===== src/hdl/assert_macros.svh =====
// Assertion macros shared by the pixelate design (clock and reset port names assumed)
`ifndef ASSERT_MACROS_SVH
`define ASSERT_MACROS_SVH

// Condition holds at every clock edge outside reset
`define ASSERT_ALWAYS(lbl, cond, msg) \
   lbl: assert property (@(posedge clock) disable iff (reset) (cond)) else $error(msg);

// Same-cycle implication
`define ASSERT_IMPL(lbl, ante, cons, msg) \
   lbl: assert property (@(posedge clock) disable iff (reset) (ante) |-> (cons)) else $error(msg);

// Next-cycle implication
`define ASSERT_NEXT(lbl, ante, cons, msg) \
   lbl: assert property (@(posedge clock) disable iff (reset) (ante) |=> (cons)) else $error(msg);

`endif


===== src/hdl/bap_pkg.sv =====
`timescale 1ns / 1ps
// Shared constants, types and reciprocal table for the block average pixelate design
package bap_pkg;

   localparam int PIX_W         = 8;
   localparam int LANES         = 4;
   localparam int LANE_W        = 16;
   localparam int SUM_W         = LANE_W * LANES;
   localparam int BLK_W         = 11;
   localparam int ROW_W         = 12;
   localparam int CFG_W         = 13;
   localparam int BS_W          = 5;
   localparam int CSR_IDX_W     = 2;
   localparam int RECIP_W       = 23;
   localparam int RECIP_SHIFT   = 24;
   localparam int FIFO_DEPTH    = 4;
   localparam int DEF_MAX_WIDTH = 4096;
   localparam int DEF_MAX_BLOCK = 16;

   localparam logic [CFG_W-1:0] MAX_HEIGHT = 13'd4096;

   localparam logic [CSR_IDX_W-1:0] CSR_BLOCK_SIZE   = 2'd0;
   localparam logic [CSR_IDX_W-1:0] CSR_IMAGE_WIDTH  = 2'd1;
   localparam logic [CSR_IDX_W-1:0] CSR_IMAGE_HEIGHT = 2'd2;

   localparam logic [BS_W-1:0]  RST_BLOCK_SIZE   = 5'd2;
   localparam logic [CFG_W-1:0] RST_IMAGE_WIDTH  = 13'd4096;
   localparam logic [CFG_W-1:0] RST_IMAGE_HEIGHT = 13'd4096;

   typedef struct packed {
      logic first;
      logic last;
   } flags_type;

   // ceil(2^24 / bs^2): exact truncated quotient for any 16-bit dividend
   function automatic logic [RECIP_W-1:0] recip(input logic [BS_W-1:0] bs);
      logic [RECIP_W-1:0] r;
      case (bs)
         5'd2:    r = 23'd4194304;
         5'd3:    r = 23'd1864136;
         5'd4:    r = 23'd1048576;
         5'd5:    r = 23'd671089;
         5'd6:    r = 23'd466034;
         5'd7:    r = 23'd342393;
         5'd8:    r = 23'd262144;
         5'd9:    r = 23'd207127;
         5'd10:   r = 23'd167773;
         5'd11:   r = 23'd138655;
         5'd12:   r = 23'd116509;
         5'd13:   r = 23'd99274;
         5'd14:   r = 23'd85599;
         5'd15:   r = 23'd74566;
         5'd16:   r = 23'd65536;
         default: r = 23'd4194304;
      endcase
      return r;
   endfunction

endpackage


===== src/hdl/bap_fifo.sv =====
`timescale 1ns / 1ps
// Small queue between the classifying front end and the accumulate/divide back end
`include "assert_macros.svh"

module bap_fifo #(
   parameter int WIDTH = 64,
   parameter int DEPTH = bap_pkg::FIFO_DEPTH
) (
   input  logic             clock,
   input  logic             reset,
   input  logic             push,
   input  logic [WIDTH-1:0] push_data,
   output logic             full,
   input  logic             pop,
   output logic [WIDTH-1:0] pop_data,
   output logic             empty
);

   localparam int PTR_W = $clog2(DEPTH);
   localparam int CNT_W = $clog2(DEPTH + 1);

   logic [WIDTH-1:0] store_ff [DEPTH];
   logic [PTR_W-1:0] wr_ptr_ff, wr_ptr_in;
   logic [PTR_W-1:0] rd_ptr_ff, rd_ptr_in;
   logic [CNT_W-1:0] count_ff, count_in;
   logic             do_push;
   logic             do_pop;

   assign full     = (count_ff == CNT_W'(DEPTH));
   assign empty    = (count_ff == '0);
   assign do_push  = push && !full;
   assign do_pop   = pop && !empty;
   assign pop_data = store_ff[rd_ptr_ff];

   always_comb begin
      wr_ptr_in = wr_ptr_ff;
      rd_ptr_in = rd_ptr_ff;
      count_in  = count_ff;
      if (do_push) begin
         wr_ptr_in = (wr_ptr_ff == PTR_W'(DEPTH - 1)) ? '0 : wr_ptr_ff + 1'b1;
      end
      if (do_pop) begin
         rd_ptr_in = (rd_ptr_ff == PTR_W'(DEPTH - 1)) ? '0 : rd_ptr_ff + 1'b1;
      end
      if (do_push && !do_pop) begin
         count_in = count_ff + 1'b1;
      end else if (do_pop && !do_push) begin
         count_in = count_ff - 1'b1;
      end
   end

   always_ff @(posedge clock) begin
      if (reset) begin
         wr_ptr_ff <= '0;
         rd_ptr_ff <= '0;
         count_ff  <= '0;
      end else begin
         wr_ptr_ff <= wr_ptr_in;
         rd_ptr_ff <= rd_ptr_in;
         count_ff  <= count_in;
      end
   end

   always_ff @(posedge clock) begin
      if (do_push) begin
         store_ff[wr_ptr_ff] <= push_data;
      end
   end

   `ASSERT_ALWAYS(a_count_bound, count_ff <= CNT_W'(DEPTH), "queue count above depth")
   `ASSERT_IMPL(a_push_has_room, push, !full, "push into full queue")

endmodule


===== config.mk =====
export PLATFORM = sky130hd
export DESIGN_NAME = bap_fifo
export DESIGN_NICKNAME = d
export VERILOG_FILES = /design/src/hdl/bap_pkg.sv /design/src/hdl/bap_fifo.sv
export VERILOG_INCLUDE_DIRS = /design/src /design/src/hdl
export SDC_FILE = /design/constraint.sdc
export NUM_CORES = 1
export LEC_CHECK = 0
export BUFFER_PORTS_ARGS = -buffer_cell sky130_fd_sc_hd__buf_2
export CORE_MARGIN = 2
export CORE_UTILIZATION = 51
export CTS_CLUSTER_DIAMETER = 60
export DETAILED_ROUTE_END_ITERATION = 16
export PLACE_DENSITY = 0.75
export SETUP_SLACK_MARGIN = 0.4
export SKIP_LAST_GASP = 1
export SLEW_MARGIN = 5
export SYNTH_ARGS = -nofsm -noshare
export SYNTH_HDL_FRONTEND = slang
export SYNTH_SLANG_ARGS = --single-unit

===== constraint.sdc =====
create_clock -name clock -period 2.15 [get_ports clock]
set_clock_uncertainty 0.05 [all_clocks]
set_input_delay 0 -clock clock [delete_from_list [all_inputs] [get_ports clock]]
set_output_delay 0 -clock clock [all_outputs]
set_load 0.05 [all_outputs]

==> metrics.md, run 1 <==
| Metric | Value |
|---|---|
| Status | `finished clean` |
| Cell Area, Synth | `a little under 0.01 mm^2` |
| Setup CP Type | `reg -> out` |
| Period Utilization, post-route | `0.9660` |
| Hold Startpoint | `push_data[42]` |
| Hold Path Stages | `2` |
| Worst-path clk slew | `around 0.06 ns` |
| Core Area | `0.01871 mm^2` |
| I/O pin cnt | `between 100 and 150` |
| Die Span Y | `between 100 and 150 um` |
| Detailed-route wire length per cell | `23.01 um` |
| CTS H-tree depth | `1` |
| Vias per Instance | `~5.5` |
| Synth top area cells | `edfxtp_1 (79%), mux4_2 (15%), dfxtp_1 (1.9%)` |
| RSZ-0062 raised after global routing | `true` |
| Setup violators final | `0` |
| Slew margin rel. | `0.4349` |
| Synthesis-to-finish area growth | `36.77%` |
| Nets | `about 720` |
| Worst VDD drop | `roughly 0.00095 V` |
| Synth Flop Type | `edfxtp_1` |
| Number of remaining DRC errors | `0` |
| Pre-CTS setup slack | `-0.06665 ns` |
| Setup crit start kind | `flop` |
| Hold Fails Final Rpt | `0` |
| Post-synth top area share | `0.7898` |
| Clock buffer depth | `3` |
| Power per cell area | `about 1300 mW/mm^2` |
| Number of synthesized flops with an enable pin | `about 260` |
| Largest net degree at the start of global routing | `65` |
| DR iter-0 viols | `340` |
| Fmax | `481.5 MHz` |
| Post-route minimum period | `roughly 2.1 ns` |
| WP data required | `around 2.1 ns` |
| Root Driver | `clkbuf_16` |
| Synth top cells by count | `edfxtp_1 (256), mux4_2 (64), dfxtp_1 (9)` |
| Hold Slack | `0.1804 ns` |
| First-pass iteration count of the detailed router | `4` |
| TritonCTS buffer count | `26` |
| TritonCTS clock tree | `yes` |
| Vias in the first global route | `about 5,200` |
| Worst-path maximum fanout | `7` |
| Initial antenna violation count | `1` |
| Mapped Cells | `approximately 380` |
| Number of library cell types mapped by synthesis | `26` |
| Net Count, Synth | `about 460` |
| Grt total ovfl | `0` |
| Avg Inst Size Synth | `approximately 25 um^2` |
| Hold endpoint | `store_ff[2][42]` |
| Total GRT Usage | `0.1951` |
| Max-Cap Viols | `0` |
| Crit path DAT | `between 2 and 2.5 ns` |
| Post-Route WL | `slightly above 20 mm` |
| Hold Path Class | `in -> reg` |
| Vias | `4,945` |
| Critical Path End Type | `primary output` |
| Synth warn | `0` |
| Port Buffers | `133` |
| Worst skew pair latency | `slightly above 0.5 ns` |
| Routability cong. | `between 0.7 and 0.8` |
| First-pass GRT wire length | `roughly 29 mm` |
| Clock Sinks | `265` |
| #FFs+latches synth | `around 270` |
| Worst R2R End | `store_ff[2][21]` |
| # rows | `50` |
| Async S/R FF share, synth | `0` |
| Die area | `about 0.02 mm^2` |
| Antenna viol nets, final | `0` |
| Worst reg-to-reg setup slack | `0.10 ns` |
| Synth area leader | `edfxtp_1` |
| PnR worst setup slack | `around 0.073 ns` |
| Dpl hpwl | `9.830 mm` |
| Most common cell in the synthesized netlist | `edfxtp_1` |
| Die width | `~140 um` |
| Cell leakage power | `approximately 4.6 nW` |
| Final Slew Violations | `0` |
| Slew @ Worst Pin | `0.8476 ns` |
| Worst Reg-to-Reg Cells | `3` |
| Worst reg2reg path startpoint | `count_ff[2]` |
| Sequential area share after synthesis | `0.8083` |
| Initial Util | `0.5203` |
| Layout cells sized above 1 | `0.4505` |
## worst max-delay path, cell delays in order, from the launching register on
cell and delay, ns:
dfxtp_4 0.42, buf_6 0.14, buf_12 0.10, buf_16 0.11, mux4_2 0.56, buf_8 0.18
## worst max path at each step
| stage | start | to | slack (ns) | cells past startpoint |
|---|---|---|---|---|
| after floorplan | count_ff[2] | count_ff[2] | 0.07 | 10 |
| after global placement | count_ff[2] | store_ff[0][44] | 0.02 | 3 |
| after detailed placement | count_ff[0] | count_ff[2] | -0.07 | 8 |
| after CTS | count_ff[2] | store_ff[0][23] | 0.06 | 3 |
| after global routing | flop | pop_data[54] | 0.01 | 5 |
| final | flop | pop_data[54] | 0.07 | 5 |
## registers in the layout (all words and copies together) (netlist names), named ones only
signal and flops:
store_ff 256, count_ff 3, rd_ptr_ff 2, wr_ptr_ff 2
## per-layer routing
layer	wire length (um)	up-vias	track usage
li1	-	2191	-
met1	8166	2522	0.2630
met2	10570	191	0.3323
met3	1416	41	0.03634
met4	577	0	0.05316
met5	0	-	0
## cell usage in the layout (no fill, tap or decap), types with 3 or more instances in the layout
master,count
buf_8,11
buf_4,21
buf_12,8
mux4_2,64
edfxtp_1,256
clkinv_1,9
ha_1,5
and3_4,9
inv_1,3
dlygate4sd3_1,67
buf_2,68
dfxtp_1,4
nor2_1,3
dfxtp_4,4
clkbuf_16,28
buf_6,58
buf_16,10
clkbuf_1,5
clkinv_2,3
## timing repair
item | in CTS | in global routing
gates resized for setup | 143 | 24
endpoints found under the setup margin | 323 | 323
pin swaps | 10 | 3
buffers inserted | 21 | 2
hold buffers | 67 | 0
hold endpoints to repair | 265 | 0
gates cloned | 10 | 7
## power breakdown
| group | internal [W] | switching, W | total, W |
|---|---|---|---|
| logic | 0.00279 | 0.00353 | 0.00631 |
| clock network | 0.00252 | 0.00179 | 0.00430 |
| registers | 0.00626 | 0.000162 | 0.00642 |
| total | 0.0116 | 0.00548 | 0.0170 |
## layout make-up
cell class | count | area, um^2
Sequential cell | 265 | 7884
Timing Repair Buffer | 244 | 2447
Clock buffer | 32 | 694.4
Multi-Input combinational cell | 105 | 1843
Inverter | 5 | 31.28
Clock inverter | 15 | 116.4
Antenna cell | 1 | 2.502
Fill cell | 1117 | 5394
Tap cell | 234 | 292.8
## cells by family (layout without fill, tap and decap cells)
kind of cell             Yosys count  after routing  synth area share
AO/OA/AOI/OAI                      7              7          0.005140
XOR/XNOR                           2              2          0.001800
adder cells (fa/ha/maj)            7              7          0.009770
buffers and inverters             21            296           0.01517
flip-flops                       265            265            0.8083
multiplexers                      66             66            0.1501
other                              0              1                 0
AND/OR/NAND/NOR                   16             23          0.009642
## stage by stage
step | power [W] | instances | cell area [um^2] | setup TNS (ns) | util
5_1_grt | 0.01762 | 901 | 13310 | 0 | 0.7116
3_3_place_gp | 0.01091 | 746 | 10740 | 0 | 0.5742
6_report | 0.01704 | 901 | 13310 | 0 | 0.7116
2_1_floorplan | 0.009968 | 384 | 9763 | 0 | -
3_5_place_dp | 0.01100 | 746 | 10740 | -0.8598 | 0.5742
4_1_cts | 0.01691 | 891 | 13150 | 0 | 0.7028
Note: power is estimated with default switching activity, not from simulation.
==> inputs of run 2 (changes only) <==
Settings changed: ABC_CLOCK_PERIOD_IN_PS set to 2200, CORE_UTILIZATION 51 to 57, PLACE_DENSITY 0.75 to 0.79.
Clock period 2.15 ns to 2.2 ns, I/O delays scaled along.
==> run 2 against run 1 <==
- final cell count down 4.0%
- die area down 10%
- critical path depth unchanged
- global-route usage up 2.5 points
- combinational power down 4.6%
- core utilization up 7.3 points
- non-clock buffer count down 12
- first-iteration DRC count up 43%
- routed wire length up 0.78%
- clock-buffer cell count down 2
- clock power down 9.5%
- cell area down 1.9%
==> metrics.md, run 2 (same netlist as run 1, synthesis figures left out) <==
| Metric | Value |
|---|---|
| Status | `finished clean` |
| Post-Layout Cell Count | `865 (-4.0%)` |
| Vias | `4,992 (+0.95%)` |
| Worst reg2reg path startpoint | `count_ff[2]` |
| WP data required | `2.15 ns (+0.05 ns)` |
| Routability cong. | `0.7110 (-0.27%)` |
| Die Span Y | `134.7 um (-5.3%)` |
| Inst Count DP | `727 (-2.5%)` |
| Hold Path Class | `in -> reg` |
| Worst Reg-to-Reg Cells | `3 (unchanged)` |
| Vias in the first global route | `5,236 (+1.6%)` |
| Vias per Instance | `5.771 (+5.2%)` |
| Fin Setup TNS | `0 ns (unchanged)` |
| Hold Fails Final Rpt | `0 (unchanged)` |
| Crit path DAT | `2.03 ns (about the same)` |
| Clock Sinks | `265 (unchanged)` |
| First-pass GRT wire length | `29.44 mm (+0.92%)` |
| Clock buffer depth | `3 (unchanged)` |
| Most flop-heavy register | `store_ff` |
| Power per cell area | `1242 mW/mm^2 (-3.0%)` |
| Detailed-route wire length per cell | `24.15 um (+5.0%)` |
| Antenna viol nets, final | `0 (unchanged)` |
| Overall Power | `0.01623 W (-4.8%)` |
| Slew margin rel. | `0.3722 (-0.06271)` |
| Initial antenna violation count | `0 (-1)` |
| Slew @ Worst Pin | `0.9416 ns (+0.09406 ns)` |
| Setup crit start kind | `flop` |
| Worst VDD drop | `0.0008977 V (-5.4%)` |
| Final core occ | `0.7850 (+0.07334)` |
| I/O pin cnt | `134 (unchanged)` |
| Synthesis-to-finish area growth | `34.22%` |
| Filler Cell Count | `834 (-25%)` |
| Fmax | `just under 500 MHz` |
| Number of remaining DRC errors | `0 (unchanged)` |
| Grt total ovfl | `0 (unchanged)` |
| Setup violators final | `0 (unchanged)` |
| Setup CP Type | `reg -> out` |
| Ant. Diodes | `0 (-1)` |
| Die area | `0.01814 mm^2 (-10%)` |
| Largest register FFs | `256 (unchanged)` |
| Dpl hpwl | `9.916 mm (+0.88%)` |
| Max-Cap Viols | `0 (unchanged)` |
| Total GRT Usage | `0.2205 (+0.02535)` |
| Largest net degree at the start of global routing | `65 (unchanged)` |
| Fin area | `0.01306 mm^2 (-1.9%)` |
| # rows | `47 (-6.0%)` |
| DR iter-0 viols | `486 (+43%)` |
| CTS H-tree depth | `1 (unchanged)` |
| Initial Util | `0.5848 (+0.06451)` |
| Nets | `707 (-2.1%)` |
| Most common cell after layout, fill and taps aside | `edfxtp_1` |
| Die width | `134.7 um (-5.3%)` |
| Port Buffers | `133 (unchanged)` |
| Core Area | `0.01664 mm^2 (-11%)` |
| Worst reg-to-reg setup slack | `0.13 ns (+0.03 ns)` |
| TritonCTS buffer count | `26 (unchanged)` |
| TritonCTS clock tree | `yes` |
| Worst-path clk slew | `0.06 ns (about the same)` |
| Final Slew Violations | `0 (unchanged)` |
| Most frequent cells in the layout | `edfxtp_1 (256), buf_2 (69), dlygate4sd3_1 (67), mux4_2 (64), buf_6 (62)` |
| Placed Area | `0.01069 mm^2 (-0.51%)` |
| Critical Path End Type | `primary output` |
| Worst R2R End | `store_ff[3][31]` |
| First-pass iteration count of the detailed router | `4 (unchanged)` |
| Cell leakage power | `4.510 nW (-2.4%)` |
| Worst skew pair latency | `0.51 ns (about the same)` |
| CP endpoint | `pop_data[55]` |
| Post-Route WL | `20.89 mm (+0.78%)` |
| Root Driver | `clkbuf_16` |
| RSZ-0062 raised after global routing | `true` |
| Largest regs | `store_ff: 256 flops, count_ff: 3 flops` |
| Worst-path maximum fanout | `6 (-1)` |
| Post-route minimum period | `2.078 ns` |
| Period Utilization, post-route | `0.9446` |
| Layout cells sized above 1 | `0.4388 (-0.01169)` |
[run 2: changes by cell type in the layout (fill, tap and decap cells not counted), moves of 4 or more]
cell / change
and3_4: -5
buf_6: +4
buf_8: -4
buf_4: -12
[run 2: how the worst min path moves through the flow]
stage | start | endpoint | slack, ns | depth (start not counted)
floorplan | push_data[0] | store_ff[0][0] | 0.05 | 0
global placement | push_data[4] | store_ff[0][4] | 0.16 | 1
detailed placement | push_data[4] | store_ff[2][4] | 0.17 | 1
CTS | push_data[25] | store_ff[0][25] | 0.17 | 2
global route | push_data[10] | store_ff[2][10] | 0.18 | 2
finish | push_data[25] | store_ff[3][25] | 0.18 | 2
[run 2: cell type report]
type | instances | area [um^2] | area share
clock inverters | 11 | 52.55 | 0.004023
flip-flops and latches | 265 | 7884 | 0.6035
inverters | 5 | 31.28 | 0.002394
repair buffers | 232 | 2332 | 0.1785
clock buffers | 30 | 686.9 | 0.05258
well taps | 220 | 275.3 | 0.02107
multi-input cells | 102 | 1802 | 0.1379
[run 2: critical path: stages, from the launching register on]
cell and delay [ns]:
dfxtp_4 0.43, buf_6 0.14, buf_12 0.10, buf_16 0.12, mux4_2 0.54, buf_6 0.18
[run 2: per-layer routing]
layer	vias to the layer above	part of all wire	GRT usage
met5	-	0	0
li1	2152	-	-
met3	35	0.061	0.03941
met1	2612	0.38	0.2881
met4	0	0.020	0.06433
met2	193	0.53	0.3855
[run 2: timing repair]
action	4_1_cts	5_1_grt
gates cloned	8	6
endpoints found under the hold margin	265	0
gates resized for setup	113	53
endpoints found under the setup margin	322	322
hold buffers	67	0
pin swaps	3	6
buffers inserted	13	3
[run 2: through the flow]
step           setup WS [ns]  hold WS (ns)
2_1_floorplan         0.1179       0.04887
4_1_cts               0.1089        0.1697
6_report              0.1218        0.1800
5_1_grt              0.07724        0.1794
3_3_place_gp         0.04144        0.1601
3_5_place_dp        0.001513        0.1681
[run 2: power by group]
part,switching (W),internal [W]
logic,0.00341,0.00262
registers,0.000181,0.00613
clock network,0.00169,0.00220
total,0.00528,0.0109
