<file path="src/hdl/assert_macros.svh">
// Assertion macros shared by the pixelate design (clock and reset port names assumed)
`ifndef ASSERT_MACROS_SVH
`define ASSERT_MACROS_SVH

// Condition holds at every clock edge outside reset
`define ASSERT_ALWAYS(lbl, cond, msg) \
   lbl: assert property (@(posedge clock) disable iff (reset) (cond)) else $error(msg);

// Same-cycle implication
`define ASSERT_IMPL(lbl, ante, cons, msg) \
   lbl: assert property (@(posedge clock) disable iff (reset) (ante) |-> (cons)) else $error(msg);

// Next-cycle implication
`define ASSERT_NEXT(lbl, ante, cons, msg) \
   lbl: assert property (@(posedge clock) disable iff (reset) (ante) |=> (cons)) else $error(msg);

`endif

</file>
<file path="src/hdl/bap_pkg.sv">
`timescale 1ns / 1ps
// Shared constants, types and reciprocal table for the block average pixelate design
package bap_pkg;

   localparam int PIX_W         = 8;
   localparam int LANES         = 4;
   localparam int LANE_W        = 16;
   localparam int SUM_W         = LANE_W * LANES;
   localparam int BLK_W         = 11;
   localparam int ROW_W         = 12;
   localparam int CFG_W         = 13;
   localparam int BS_W          = 5;
   localparam int CSR_IDX_W     = 2;
   localparam int RECIP_W       = 23;
   localparam int RECIP_SHIFT   = 24;
   localparam int FIFO_DEPTH    = 4;
   localparam int DEF_MAX_WIDTH = 4096;
   localparam int DEF_MAX_BLOCK = 16;

   localparam logic [CFG_W-1:0] MAX_HEIGHT = 13'd4096;

   localparam logic [CSR_IDX_W-1:0] CSR_BLOCK_SIZE   = 2'd0;
   localparam logic [CSR_IDX_W-1:0] CSR_IMAGE_WIDTH  = 2'd1;
   localparam logic [CSR_IDX_W-1:0] CSR_IMAGE_HEIGHT = 2'd2;

   localparam logic [BS_W-1:0]  RST_BLOCK_SIZE   = 5'd2;
   localparam logic [CFG_W-1:0] RST_IMAGE_WIDTH  = 13'd4096;
   localparam logic [CFG_W-1:0] RST_IMAGE_HEIGHT = 13'd4096;

   typedef struct packed {
      logic first;
      logic last;
   } flags_type;

   // ceil(2^24 / bs^2): exact truncated quotient for any 16-bit dividend
   function automatic logic [RECIP_W-1:0] recip(input logic [BS_W-1:0] bs);
      logic [RECIP_W-1:0] r;
      case (bs)
         5'd2:    r = 23'd4194304;
         5'd3:    r = 23'd1864136;
         5'd4:    r = 23'd1048576;
         5'd5:    r = 23'd671089;
         5'd6:    r = 23'd466034;
         5'd7:    r = 23'd342393;
         5'd8:    r = 23'd262144;
         5'd9:    r = 23'd207127;
         5'd10:   r = 23'd167773;
         5'd11:   r = 23'd138655;
         5'd12:   r = 23'd116509;
         5'd13:   r = 23'd99274;
         5'd14:   r = 23'd85599;
         5'd15:   r = 23'd74566;
         5'd16:   r = 23'd65536;
         default: r = 23'd4194304;
      endcase
      return r;
   endfunction

endpackage

</file>
<file path="src/hdl/bap_front.sv">
`timescale 1ns / 1ps
// Front end: configuration registers, raster position counters and pixel classification
`include "assert_macros.svh"

module bap_front #(
   parameter int MAX_WIDTH = bap_pkg::DEF_MAX_WIDTH,
   parameter int MAX_BLOCK = bap_pkg::DEF_MAX_BLOCK
) (
   input  logic                                  clock,
   input  logic                                  reset,
   input  logic                                  csr_we,
   input  logic [bap_pkg::CSR_IDX_W-1:0]         csr_index,
   input  logic [bap_pkg::CFG_W-1:0]             csr_wdata,
   input  logic                                  req_valid,
   output logic                                  req_ready,
   input  logic [bap_pkg::PIX_W-1:0]             req_red,
   input  logic [bap_pkg::PIX_W-1:0]             req_green,
   input  logic [bap_pkg::PIX_W-1:0]             req_blue,
   input  logic [bap_pkg::PIX_W-1:0]             req_alpha,
   input  logic                                  fifo_full,
   output logic                                  push,
   output logic [2 + bap_pkg::BLK_W + $clog2(MAX_WIDTH / 2) + 4 * bap_pkg::PIX_W - 1:0] push_data,
   output logic [bap_pkg::BS_W-1:0]              bs_eff
);

   localparam int PCOL_W = $clog2(MAX_WIDTH);
   localparam int ADDR_W = $clog2(MAX_WIDTH / 2);
   localparam int CIB_W  = $clog2(MAX_BLOCK);
   localparam int BsW    = bap_pkg::BS_W;
   localparam int CfgW   = bap_pkg::CFG_W;
   localparam int CmpW   = bap_pkg::CFG_W + 1;
   localparam int BlkW   = bap_pkg::BLK_W;
   localparam int RowW   = bap_pkg::ROW_W;
   localparam logic [CmpW-1:0] MaxW  = CmpW'(MAX_WIDTH);
   localparam logic [BsW-1:0]  MaxBs = BsW'(MAX_BLOCK);

   logic [BsW-1:0]    bs_ff;
   logic [CfgW-1:0]   iw_ff;
   logic [CfgW-1:0]   ih_ff;

   logic [PCOL_W-1:0] pcol_ff, pcol_in;
   logic [RowW-1:0]   prow_ff, prow_in;
   logic [CIB_W-1:0]  cib_ff, cib_in;
   logic [CIB_W-1:0]  rib_ff, rib_in;
   logic [ADDR_W-1:0] bcol_ff, bcol_in;
   logic [BlkW-1:0]   brow_ff, brow_in;

   logic              enabled;
   logic              accept;
   logic [CmpW-1:0]   iw_ext;
   logic [CmpW-1:0]   w_eff;
   logic [CfgW-1:0]   h_eff;
   logic              col_last;
   logic              row_last;
   logic              cib_last;
   logic              rib_last;
   bap_pkg::flags_type flags;

   always_ff @(posedge clock) begin
      if (reset) begin
         bs_ff <= bap_pkg::RST_BLOCK_SIZE;
         iw_ff <= bap_pkg::RST_IMAGE_WIDTH;
         ih_ff <= bap_pkg::RST_IMAGE_HEIGHT;
      end else if (csr_we) begin
         case (csr_index)
            bap_pkg::CSR_BLOCK_SIZE:   bs_ff <= csr_wdata[BsW-1:0];
            bap_pkg::CSR_IMAGE_WIDTH:  iw_ff <= csr_wdata;
            bap_pkg::CSR_IMAGE_HEIGHT: ih_ff <= csr_wdata;
            default: ;
         endcase
      end
   end

   assign enabled = (bs_ff >= BsW'(2));
   assign bs_eff  = !enabled ? BsW'(2) : ((bs_ff > MaxBs) ? MaxBs : bs_ff);
   assign iw_ext  = {1'b0, iw_ff};
   assign w_eff   = (iw_ext < CmpW'(2)) ? CmpW'(2) : ((iw_ext > MaxW) ? MaxW : iw_ext);
   assign h_eff   = (ih_ff < CfgW'(2)) ? CfgW'(2)
                  : ((ih_ff > bap_pkg::MAX_HEIGHT) ? bap_pkg::MAX_HEIGHT : ih_ff);

   assign col_last = (CmpW'(pcol_ff) == w_eff - 1'b1);
   assign row_last = (CfgW'(prow_ff) == h_eff - 1'b1);
   assign cib_last = (BsW'(cib_ff) == bs_eff - 1'b1);
   assign rib_last = (BsW'(rib_ff) == bs_eff - 1'b1);

   assign req_ready = !fifo_full;
   assign accept    = req_valid && req_ready;
   assign push      = accept && enabled;

   assign flags.first = (cib_ff == '0) && (rib_ff == '0);
   assign flags.last  = cib_last && rib_last;
   assign push_data   = {flags, brow_ff, bcol_ff, req_alpha, req_blue, req_green, req_red};

   always_comb begin
      pcol_in = pcol_ff;
      prow_in = prow_ff;
      cib_in  = cib_ff;
      rib_in  = rib_ff;
      bcol_in = bcol_ff;
      brow_in = brow_ff;
      if (csr_we) begin
         pcol_in = '0;
         prow_in = '0;
         cib_in  = '0;
         rib_in  = '0;
         bcol_in = '0;
         brow_in = '0;
      end else if (accept) begin
         if (col_last) begin
            pcol_in = '0;
            cib_in  = '0;
            bcol_in = '0;
            if (row_last) begin
               prow_in = '0;
               rib_in  = '0;
               brow_in = '0;
            end else begin
               prow_in = prow_ff + 1'b1;
               if (enabled) begin
                  if (rib_last) begin
                     rib_in  = '0;
                     brow_in = brow_ff + 1'b1;
                  end else begin
                     rib_in = rib_ff + 1'b1;
                  end
               end
            end
         end else begin
            pcol_in = pcol_ff + 1'b1;
            if (enabled) begin
               if (cib_last) begin
                  cib_in  = '0;
                  bcol_in = bcol_ff + 1'b1;
               end else begin
                  cib_in = cib_ff + 1'b1;
               end
            end
         end
      end
   end

   always_ff @(posedge clock) begin
      if (reset) begin
         pcol_ff <= '0;
         prow_ff <= '0;
         cib_ff  <= '0;
         rib_ff  <= '0;
         bcol_ff <= '0;
         brow_ff <= '0;
      end else begin
         pcol_ff <= pcol_in;
         prow_ff <= prow_in;
         cib_ff  <= cib_in;
         rib_ff  <= rib_in;
         bcol_ff <= bcol_in;
         brow_ff <= brow_in;
      end
   end

   `ASSERT_ALWAYS(a_cib_in_block, BsW'(cib_ff) < bs_eff, "column in block out of range")
   `ASSERT_ALWAYS(a_rib_in_block, BsW'(rib_ff) < bs_eff, "row in block out of range")

endmodule

</file>
<file path="config.mk">
export PLATFORM = sky130hd
export DESIGN_NAME = bap_front
export DESIGN_NICKNAME = d
export VERILOG_FILES = /design/src/hdl/bap_pkg.sv /design/src/hdl/bap_front.sv
export VERILOG_INCLUDE_DIRS = /design/src /design/src/hdl
export SDC_FILE = /design/constraint.sdc
export NUM_CORES = 1
export LEC_CHECK = 0
export BUFFER_PORTS_ARGS = -buffer_cell sky130_fd_sc_hd__clkbuf_2
export CORE_ASPECT_RATIO = 0.8
export CORE_MARGIN = 2
export CORE_UTILIZATION = 32
export DETAILED_ROUTE_END_ITERATION = 10
export MAX_ROUTING_LAYER = met4
export SLEW_MARGIN = 20
export SYNTH_ARGS = -nofsm -noshare
export SYNTH_HDL_FRONTEND = slang
export SYNTH_SLANG_ARGS = --single-unit
</file>
<file path="constraint.sdc">
create_clock -name clock -period 4.7 [get_ports clock]
set_input_delay 0.47 -clock clock [delete_from_list [all_inputs] [get_ports clock]]
set_output_delay 0.47 -clock clock [all_outputs]
set_load 0.1 [all_outputs]
</file>
==> flow_summary.toml, run 1 <==
[yosys]
synth_edf_count = 0
synth-warning-count = 0
synthFlopType = "dfxtp_1"
synth_top_area_share_pct = 29.95
synth_compound_area_share_pct = 17.44
synthArstFlopShare_pct = 0
postSynthNetCount = 828
synth_seq_area_share_pct = 29.95
ys_seq_elements = 85
syn_inst = 765
netlist_top_cells_area = "dfxtp_1 (30%), a21oi_1 (6.4%), nand2_1 (5.7%)"
synth_area_sq_um = 5682
synth-simple-area-share_pct = 31.25
synth_cell_types = 64
synth_xor_area_share_pct = 7.399
yosys.area.top_type = "dfxtp_1"
synth_top_family_by_area = "simple AND/OR/NAND/NOR gates"
synthMuxAreaShare_pct = 2.004
avgSynthCellArea_sq_um = 7.427
synth_fa_ha_area_share_pct = 2.422

[cts]
cts_root_buf = "clkbuf_16"
cts_setup_buffers = 0
cts_resized = 0
cts_tree = "built"
worstSkewPairLatency_ns = 0.34
ctsHoldBuffers = 0
cts_made_buffers = 9
clockBufferDepth = 2
clock_sinks = 85
h-tree-depth = 3
clkTransAtPathRegs_ns = 0.07

[flow_run]
drv_cap = 0

[die]
ios = 115
die_w_microns = 153.0
start_util_pct = 32.69
num_rows = 43
core_sq_um = 17380
die_h_microns = 123.2
die-area_sq_um = 18840

[pwr]
finalPower_w = 0.001724
pwr_density_cell_nw_per_um2 = 274.1
p_leak_nw = 2.266
peakVddDrop_uv = 174.4

[global_route]
grt.total_usage_pct = 16.22
grt_pass1_wl_microns = 24180
antenna_found_initial = 0
grt_pass1_vias = 4586
grt_max_degree = 34
grt-ovfl-total = 0

[critical_path]
cp.required_ns = 4.98
endpoint_kind = "flop"
reg2reg_slack_ns = 0.26
arrival_ns = 4.72
critical_path_class = "reg -> reg"
critical_path.max_fanout = 20
startpoint_type = "flop"
r2r_cells = 14

[layout]
diodes = 0
fillers = 1846
fin_nets = 833
final_cell_mix = "nand2_1 (87), dfxtp_1 (85), nor2_1 (77)"
final_cells = 1000
final_common_cell = "nand2_1"
areaGrowthSynthToFinish_pct = 10.72
drive_gt1_share_pct = 15.10

[hold_path]
hold_class = "in -> reg"
whs_path_depth = 3

[placed_design]
placedCellCount = 984
place_hpwl_microns = 10850
io_buffers = 50
place_ws_ns = 0.2669
place_congestion = 0.9392

[detailed_routing]
drc = 0
detail-route-antenna-nets = 0
via_per_inst = 5.294
firstDrtPassIters = 5
wl_per_cell_microns = 14.90
vias = 5294
initialDrtViolationCount = 549
routed_wl_microns = 14900

[timing]
finalHoldViolCount = 0
rsz0062_at_grt = "false"
max_clock_freq_ghz = 0.2251
worstMarginPinSlew_ns = 0.9443
setup_violations = 0
period_needed_ns = 4.442
slew-limit-headroom_pct = 36.91
setup_slack_ns = 0.2579
fin_crit_sh_pct = 94.51
slew_viol_final = 0
finalSetupTns_ns = 0
fin_skew_ns = 0.009574

[outcome]
run_status = "finished, final reports clean"
[area by class of cell]
| type | instances | area, sq um | share of cell area [%] |
|---|---|---|---|
| Multi-Input combinational cell | 574 | 3447 | 54.79 |
| Sequential cell | 85 | 1702 | 27.05 |
| Inverter | 25 | 93.84 | 1.492 |
| Clock inverter | 7 | 78.83 | 1.253 |
| Clock buffer | 9 | 225.2 | 3.580 |
| Timing Repair Buffer | 75 | 462.9 | 7.359 |
| Tap cell | 225 | 281.5 | 4.475 |
[synthesized netlist by cell type, drive strengths merged (9+ instances only)]
| cell | count |
|---|---|
| a21oi | 74 |
| and3 | 10 |
| buf | 43 |
| clkbuf | 38 |
| dfxtp | 85 |
| ha | 11 |
| inv | 25 |
| nand2 | 87 |
| nand3 | 27 |
| nand4 | 15 |
| nor2 | 77 |
| nor2b | 14 |
| nor3 | 25 |
| nor4 | 13 |
| o21ai | 36 |
| or3 | 19 |
| or4 | 9 |
| xnor2 | 33 |
| xor2 | 15 |
[power breakdown]
group          switching [W]  leakage [nW]  internal [W]  total (W)
clock network       0.000318         0.144      0.000419   0.000737
logic               0.000153          1.43     0.0000900   0.000243
registers          0.0000145         0.687      0.000730   0.000744
total               0.000485          2.27       0.00124    0.00172
[logic make-up after synthesis]
| family | after synthesis |
|---|---|
| AND/OR/NAND/NOR | 340 |
| flip-flops | 85 |
| multiplexers | 11 |
| buffers and inverters | 106 |
| AO/OA/AOI/OAI | 164 |
| XOR/XNOR | 48 |
| adder cells (fa/ha/maj) | 11 |
[routing by layer]
layer  wire (microns)  vias up  GRT usage (%)  share of wire [%]
met5                0        -              -                  0
met4              132        0          3.414               0.89
met3              790       14          3.049                5.3
met2             6036      144          22.14                 41
met1             7941     2464          24.53                 53
li1                 -     2672              -                  -
[state kept, by name, indices dropped and copies added (netlist names)]
name and count:
bs_ff 5, brow_ff 11, cib_ff 4, iw_ff 13, rib_ff 4, bcol_ff 11
ih_ff 13, prow_ff 12, pcol_ff 12
[final timing paths]
kind / from / end
setup / recovery: iw_ff[1] / rib_ff[3]
hold / removal: csr_wdata[7] / ih_ff[7]
setup reg to reg: iw_ff[1] / rib_ff[3]
hold reg to reg: ih_ff[11] / ih_ff[11]
[through the flow]
stage	utilization, %	area (sq um)	hold slack (ns)
after detailed placement	34.44	5984	0.4901
after global routing	36.20	6291	0.3720
after CTS	36.19	6289	0.3661
final	36.20	6291	0.3784
after global placement	34.44	5984	0.4834
after floorplan	-	5682	0.4494
[worst max-delay path, cell delays in order, from the launching register on]
cell and delay [ns]:
dfxtp_1 0.31, or4_1 0.62, o311a_1 0.43, inv_1 0.07, ha_1 0.16, or4b_2 0.66, o31ai_1 0.25, a311oi_1 0.14
a2111oi_1 0.36, buf_4 0.19, o211a_1 0.18, nand3_1 0.13, buf_12 0.24, or4_1 0.50, a21oi_1 0.14
Power figures use the tool's default switching activity.
==> inputs of run 2 (changes only) <==
--- a/config.mk
+++ b/config.mk
@@ -6,6 +6,7 @@
 export SDC_FILE = /design/constraint.sdc
 export NUM_CORES = 1
 export LEC_CHECK = 0
+export ABC_AREA = 1
 export BUFFER_PORTS_ARGS = -buffer_cell sky130_fd_sc_hd__clkbuf_2
 export CORE_ASPECT_RATIO = 0.8
 export CORE_MARGIN = 2
==> run 2 against run 1 <==
  * Synthesized cell count is 28% higher
  * Area after synthesis is 6.5% higher
  * Routed wire length is 4.9% higher
  * First-iteration DRC count is 24% lower
  * Clock power is 3.3% lower
  * Core utilization is 0.18 points lower
  * Critical endpoint is now push_data[54]
  * Largest power group unchanged
  * Highest routed layer unchanged
==> flow_summary.toml, run 2 <==
[outcome]
run_status = "finished, final reports clean"

[critical_path]
endpoint_kind = "output pin"
critical_path_class = "reg -> out"
critical_path.max_fanout = 7
cp.required_ns = 4.23
arrival_ns = 3.30
startpoint_type = "flop"

[flow_run]
drv_cap = 0

[cts]
clkTransAtPathRegs_ns = 0.06
cts_tree = "built"
worstSkewPairLatency_ns = 0.35
h-tree-depth = 3
ctsHoldBuffers = 0
cts_root_buf = "clkbuf_16"
clockBufferDepth = 2
clock_sinks = 85
cts_setup_buffers = 0
cts_made_buffers = 9
cts_resized = 0

[global_route]
antenna_found_initial = 0
gr-usage-met2_pct = 25.32
grt_pass1_wl_microns = 26210
grt_pass1_vias = 5360
met3_usage_pct = 3.528
grt.total_usage_pct = 16.69
grt_max_degree = 24
grt-ovfl-total = 0
grt.busiest_layer = "met2"
use_met1_pct = 22.58

[yosys]
synthArstFlopShare_pct = 0
synth-warning-count = 0
yosys.area.top_type = "dfxtp_1"
synth_edf_count = 0
netlist_top_cells_area = "dfxtp_1 (28%), nand2_1 (15%), nand3_1 (8.1%)"
synth_cell_types = 38
postSynthNetCount = 1040
synthFlopType = "dfxtp_1"
avgSynthCellArea_sq_um = 6.193
synth_top_area_share_pct = 28.12
synth_seq_area_share_pct = 28.12
synth_area_sq_um = 6051
syn_inst = 977
synth.most_common_cell = "nand2_1"
ys_seq_elements = 85
ys_top_cells_by_count = "nand2_1 (246), inv_1 (123), nor2_1 (118), nand3_1 (98), dfxtp_1 (85)"

[layout]
final_cell_mix = "nand2_1 (246), inv_1 (123), nor2_1 (118)"
reg_top3 = "ih_ff: 13 flops, iw_ff: 13 flops"
areaGrowthSynthToFinish_pct = 9.140
drive_gt1_share_pct = 10.54
diodes = 0
fin_nets = 1054
stdcell_area_sq_um = 6604
final_common_cell = "nand2_1"

[detailed_routing]
initialDrtViolationCount = 418
wl_per_cell_microns = 12.52
firstDrtPassIters = 7
drc = 0
via_per_inst = 4.743
detail-route-antenna-nets = 0
vias = 5924
routed_wl_microns = 15640

[placed_design]
place_congestion = 0.8818
io_buffers = 50
place_hpwl_microns = 12400
placedInstanceArea_sq_um = 6311

[timing]
hold-worst-slack_ns = 0.3824
fin_skew_ns = 0.008186
max_clock_freq_ghz = 0.2652
slew_viol_final = 0
setup_violations = 0
finalHoldViolCount = 0
period_needed_ns = 3.770
slew-limit-headroom_pct = 54.17
fin_crit_sh_pct = 80.22
finalSetupTns_ns = 0
rsz0062_at_grt = "false"
worstMarginPinSlew_ns = 0.6852

[die]
die_w_microns = 157.7
core_sq_um = 18330
start_util_pct = 33.01
ios = 115
num_rows = 44
die_h_microns = 127.0
die-area_sq_um = 20030

[hold_path]
hold_class = "in -> reg"

[pwr]
peakVddDrop_uv = 200.0
p_leak_nw = 2.932
pwr_density_cell_nw_per_um2 = 272.9
==> run 2: cell types whose count changed in the layout (fill, tap and decap cells not counted), moves of 8 or more <==
cell | before | now
nand2_1 | 87 | 246
or3_1 | 19 | 0
buf_4 | 23 | 4
inv_1 | 25 | 123
a211o_1 | 8 | 0
a21oi_1 | 73 | 60
nor2b_1 | 14 | 0
nor2_2 | 0 | 9
mux2i_1 | 8 | 0
nand3_1 | 27 | 98
nor2_1 | 77 | 118
xnor2_1 | 33 | 6
nand2_2 | 0 | 9
xor2_1 | 15 | 37
==> run 2: logic make-up after synthesis <==
logic type | Yosys count | share of synthesized area, %
buf+inv | 179 | 13.61
simple gates | 541 | 39.39
fa+ha+maj | 11 | 2.275
flops | 85 | 28.12
xor+xnor | 43 | 6.224
compound gates | 118 | 10.38
==> run 2: power by group <==
group | internal [W] | switching [W]
clock network | 0.000411 | 0.000302
registers | 0.000734 | 0.0000159
logic | 0.0000992 | 0.000241
total | 0.00124 | 0.000559
==> run 2: final timing paths <==
kind                  from            end  slack (ns)  cells past startpoint
max               bs_ff[4]  push_data[54]        0.93                     13
min          csr_wdata[12]      ih_ff[12]        0.38                      3
max reg2reg       iw_ff[9]     prow_ff[2]        1.09                     19
min reg2reg    prow_ff[10]    prow_ff[10]        0.47                      2
==> run 2: metrics by stage <==
stage	instances	util [%]	setup WS [ns]	power, W
after detailed placement	1233	34.43	1.121	0.001103
final	1249	36.02	0.9299	0.001802
after CTS	1249	36.02	0.9240	0.001820
after global routing	1249	36.02	0.6437	0.001896
after global placement	1233	34.43	1.172	0.001102
after floorplan	977	-	0.2661	0.001161
==> run 2: layout make-up <==
| cell class | count | area (sq um) |
|---|---|---|
| Tap cell | 253 | 316.6 |
| Clock inverter | 6 | 63.81 |
| Inverter | 128 | 480.5 |
| Fill cell | 2019 | 11730 |
| Sequential cell | 85 | 1702 |
| Multi-Input combinational cell | 713 | 3532 |
| Clock buffer | 10 | 229.0 |
| Timing Repair Buffer | 54 | 280.3 |
==> run 2: worst max-delay path: stages, from the launching register on <==
cell and delay [ns]:
dfxtp_1 0.40, nor3_1 0.23, inv_1 0.10, nor2_2 0.29, nor3_4 0.11, inv_1 0.08, ha_1 0.18, nor2_1 0.06
a21oi_1 0.27, xor2_1 0.10, nor4_1 0.28, nand3_1 0.19, nor2_1 0.18, clkbuf_2 0.48
==> run 2: per-layer routing <==
metal	part of all wire, %	vias to the layer above
li1	-	3118
met1	51	2668
met2	44	116
met3	4.1	22
met4	1.6	0
met5	0	-
==> inputs of run 3 (changes only) <==
==> constraint.sdc (replaced) <==
create_clock -name clock -period 3.7 [get_ports clock]
set_input_delay 0.37 -clock clock [delete_from_list [all_inputs] [get_ports clock]]
set_output_delay 0.37 -clock clock [all_outputs]
set_load 0.1 [all_outputs]
==> run 3 against run 2 <==
  * Die area unchanged
  * Critical path depth grew 1
  * Clock power increased by 34%
  * Combinational power is 29% higher
  * Largest power group is now clock
  * Total power up 30%
  * Cell count barely moved
  * Final area grew 0.74%
  * Register-to-register slack got worse by 0.63 ns
  * Clock skew up 0.0011 ns
==> flow_summary.toml, run 3 (synthesized netlist as in run 2, its figures left out) <==
[timing]
period_needed_ns = 3.501
worstMarginPinSlew_ns = 0.7462
rsz0062_at_grt = "false"
finalSetupTns_ns = 0
setup_violations = 0
max_clock_freq_ghz = 0.2856
fin_crit_sh_pct = 94.62
slew-limit-headroom_pct = 49.73
slew_viol_final = 0
finalHoldViolCount = 0
fin_skew_ns = 0.009261

[global_route]
gr-usage-met2_pct = 26.21
grt_max_degree = 23
grt-ovfl-total = 0
grt_pass1_vias = 5461
met3_usage_pct = 3.426
grt.total_usage_pct = 16.93
antenna_found_initial = 0
grt.busiest_layer = "met2"
grt_pass1_wl_microns = 26840
use_met1_pct = 22.88

[layout]
final_cells = 1250
final_cell_mix = "nand2_1 (246), inv_1 (123), nor2_1 (117)"
reg_top3 = "ih_ff: 13 flops, iw_ff: 13 flops"
final_common_cell = "nand2_1"
areaGrowthSynthToFinish_pct = 9.946
fin_nets = 1057
final_util_pct = 36.29
multi_input_area_sq_um = 3545
fillers = 1977
final-seq-area_sq_um = 1703
drive_gt1_share_pct = 10.83
diodes = 0
stdcell_area_sq_um = 6653

[critical_path]
slowest_delay_ns = 0.41
r2r-start = "bs_ff[4]"
endpoint_kind = "output pin"
startpoint_type = "flop"
cpMaxStageDelayCell = "dfxtp_2"
cp.required_ns = 3.33
critical_path_class = "reg -> out"
cpMostUsedCell = "inv_1"
startpoint = "bs_ff[4]"
arrival_ns = 3.13
critical_path.max_fanout = 7
path_cells = "nor3_1 > inv_1 > nor2_4 > nor3_4 > inv_1 > ha_1 > inv_1 > nor2_1 > a21oi_1 > xor2_1 > nor4_1 > nand3_1 > nor2_4 > clkbuf_4"

[hold_path]
holdCritStartpoint = "csr_wdata[8]"
hold_class = "in -> reg"

[pwr]
internal_power_w = 0.001648
p_seq_share_pct = 40.6
swShare_pct = 29.87
p_clk_share_pct = 40.8
p_comb_share_pct = 18.6
peakVddDrop_uv = 218.3
p_sw_w = 0.0007018
p_leak_nw = 2.959
pwr_density_cell_nw_per_um2 = 353.2

[placed_design]
io_buffers = 50
placedInstanceArea_sq_um = 6341
place_congestion = 0.9121
place_hpwl_microns = 12390
placedCellCount = 1236

[detailed_routing]
via_per_inst = 4.711
routed_wl_microns = 15810
initialDrtViolationCount = 485
firstDrtPassIters = 5
vias = 5889
wl_per_cell_microns = 12.65
drc = 0
detail-route-antenna-nets = 0

[die]
die_w_microns = 157.7
start_util_pct = 33.01
die-area_sq_um = 20030
core_sq_um = 18330
ios = 115
num_rows = 44
die_h_microns = 127.0

[cts]
ctsHoldBuffers = 0
h-tree-depth = 3
cts_made_buffers = 9
clock_sinks = 85
worstSkewPairLatency_ns = 0.35
cts_root_buf = "clkbuf_16"
clkTransAtPathRegs_ns = 0.06
clockBufferDepth = 2
cts_tree = "built"

[flow_run]
drv_cap = 0

[outcome]
run_status = "finished, final reports clean"
## run 3: cell type report
class                      count  share of cell area (%)
multi-input combinational    713                   53.28
sequential                    85                   25.60
inverter                     128                   7.222
tap                          253                   4.758
timing repair buffer          57                   4.589
clock buffer                  10                   3.442
clock inverter                 4                   1.110
## run 3: worst paths after layout
path / endpoint / slack [ns] / depth (start not counted)
hold reg to reg: prow_ff[10] / 0.47 / 2
setup reg to reg: brow_ff[3] / 0.46 / 16
hold / removal: ih_ff[8] / 0.29 / 3
setup / recovery: push_data[54] / 0.20 / 14
## run 3: stage by stage
step / total power, W / hold WS [ns] / worst slack [ns]
6_report: 0.002349 / 0.2873 / 0.1989
5_1_grt: 0.002470 / 0.3057 / 0.01288
4_1_cts: 0.002366 / 0.2769 / 0.01057
3_5_place_dp: 0.001407 / 0.4632 / 0.4107
3_3_place_gp: 0.001408 / 0.4567 / 0.2869
2_1_floorplan: 0.001476 / 0.4441 / 0.08524
## run 3: worst max-delay path: cells and delay by family (launching register included)
kind                     cells  cell delay [ns]
AND/OR/NAND/NOR              7             1.20
adder cells (fa/ha/maj)      1             0.23
flip-flops                   1             0.41
buffers and inverters        4             0.59
AO/OA/AOI/OAI                1             0.25
XOR/XNOR                     1             0.10
## run 3: what timing repair did
| item | CTS | global route |
|---|---|---|
| setup buffers | 0 | 0 |
| resized for setup | 0 | 4 |
| setup endpoints to repair | 0 | 1 |
## run 3: power groups by stage
stage	logic (W)	clock network [W]	registers, W
2_1_floorplan	0.000509	0	0.000967
3_3_place_gp	0.000435	0	0.000973
3_5_place_dp	0.000434	0	0.000973
4_1_cts	0.000435	0.000978	0.000953
5_1_grt	0.000497	0.00102	0.000956
6_report	0.000438	0.000958	0.000953
## run 3: per-layer routing
metal | routed length [microns] | share of wire, %
met5 | 0 | 0
met4 | 152 | 0.96
met3 | 628 | 4.0
met2 | 7053 | 45
met1 | 7978 | 50
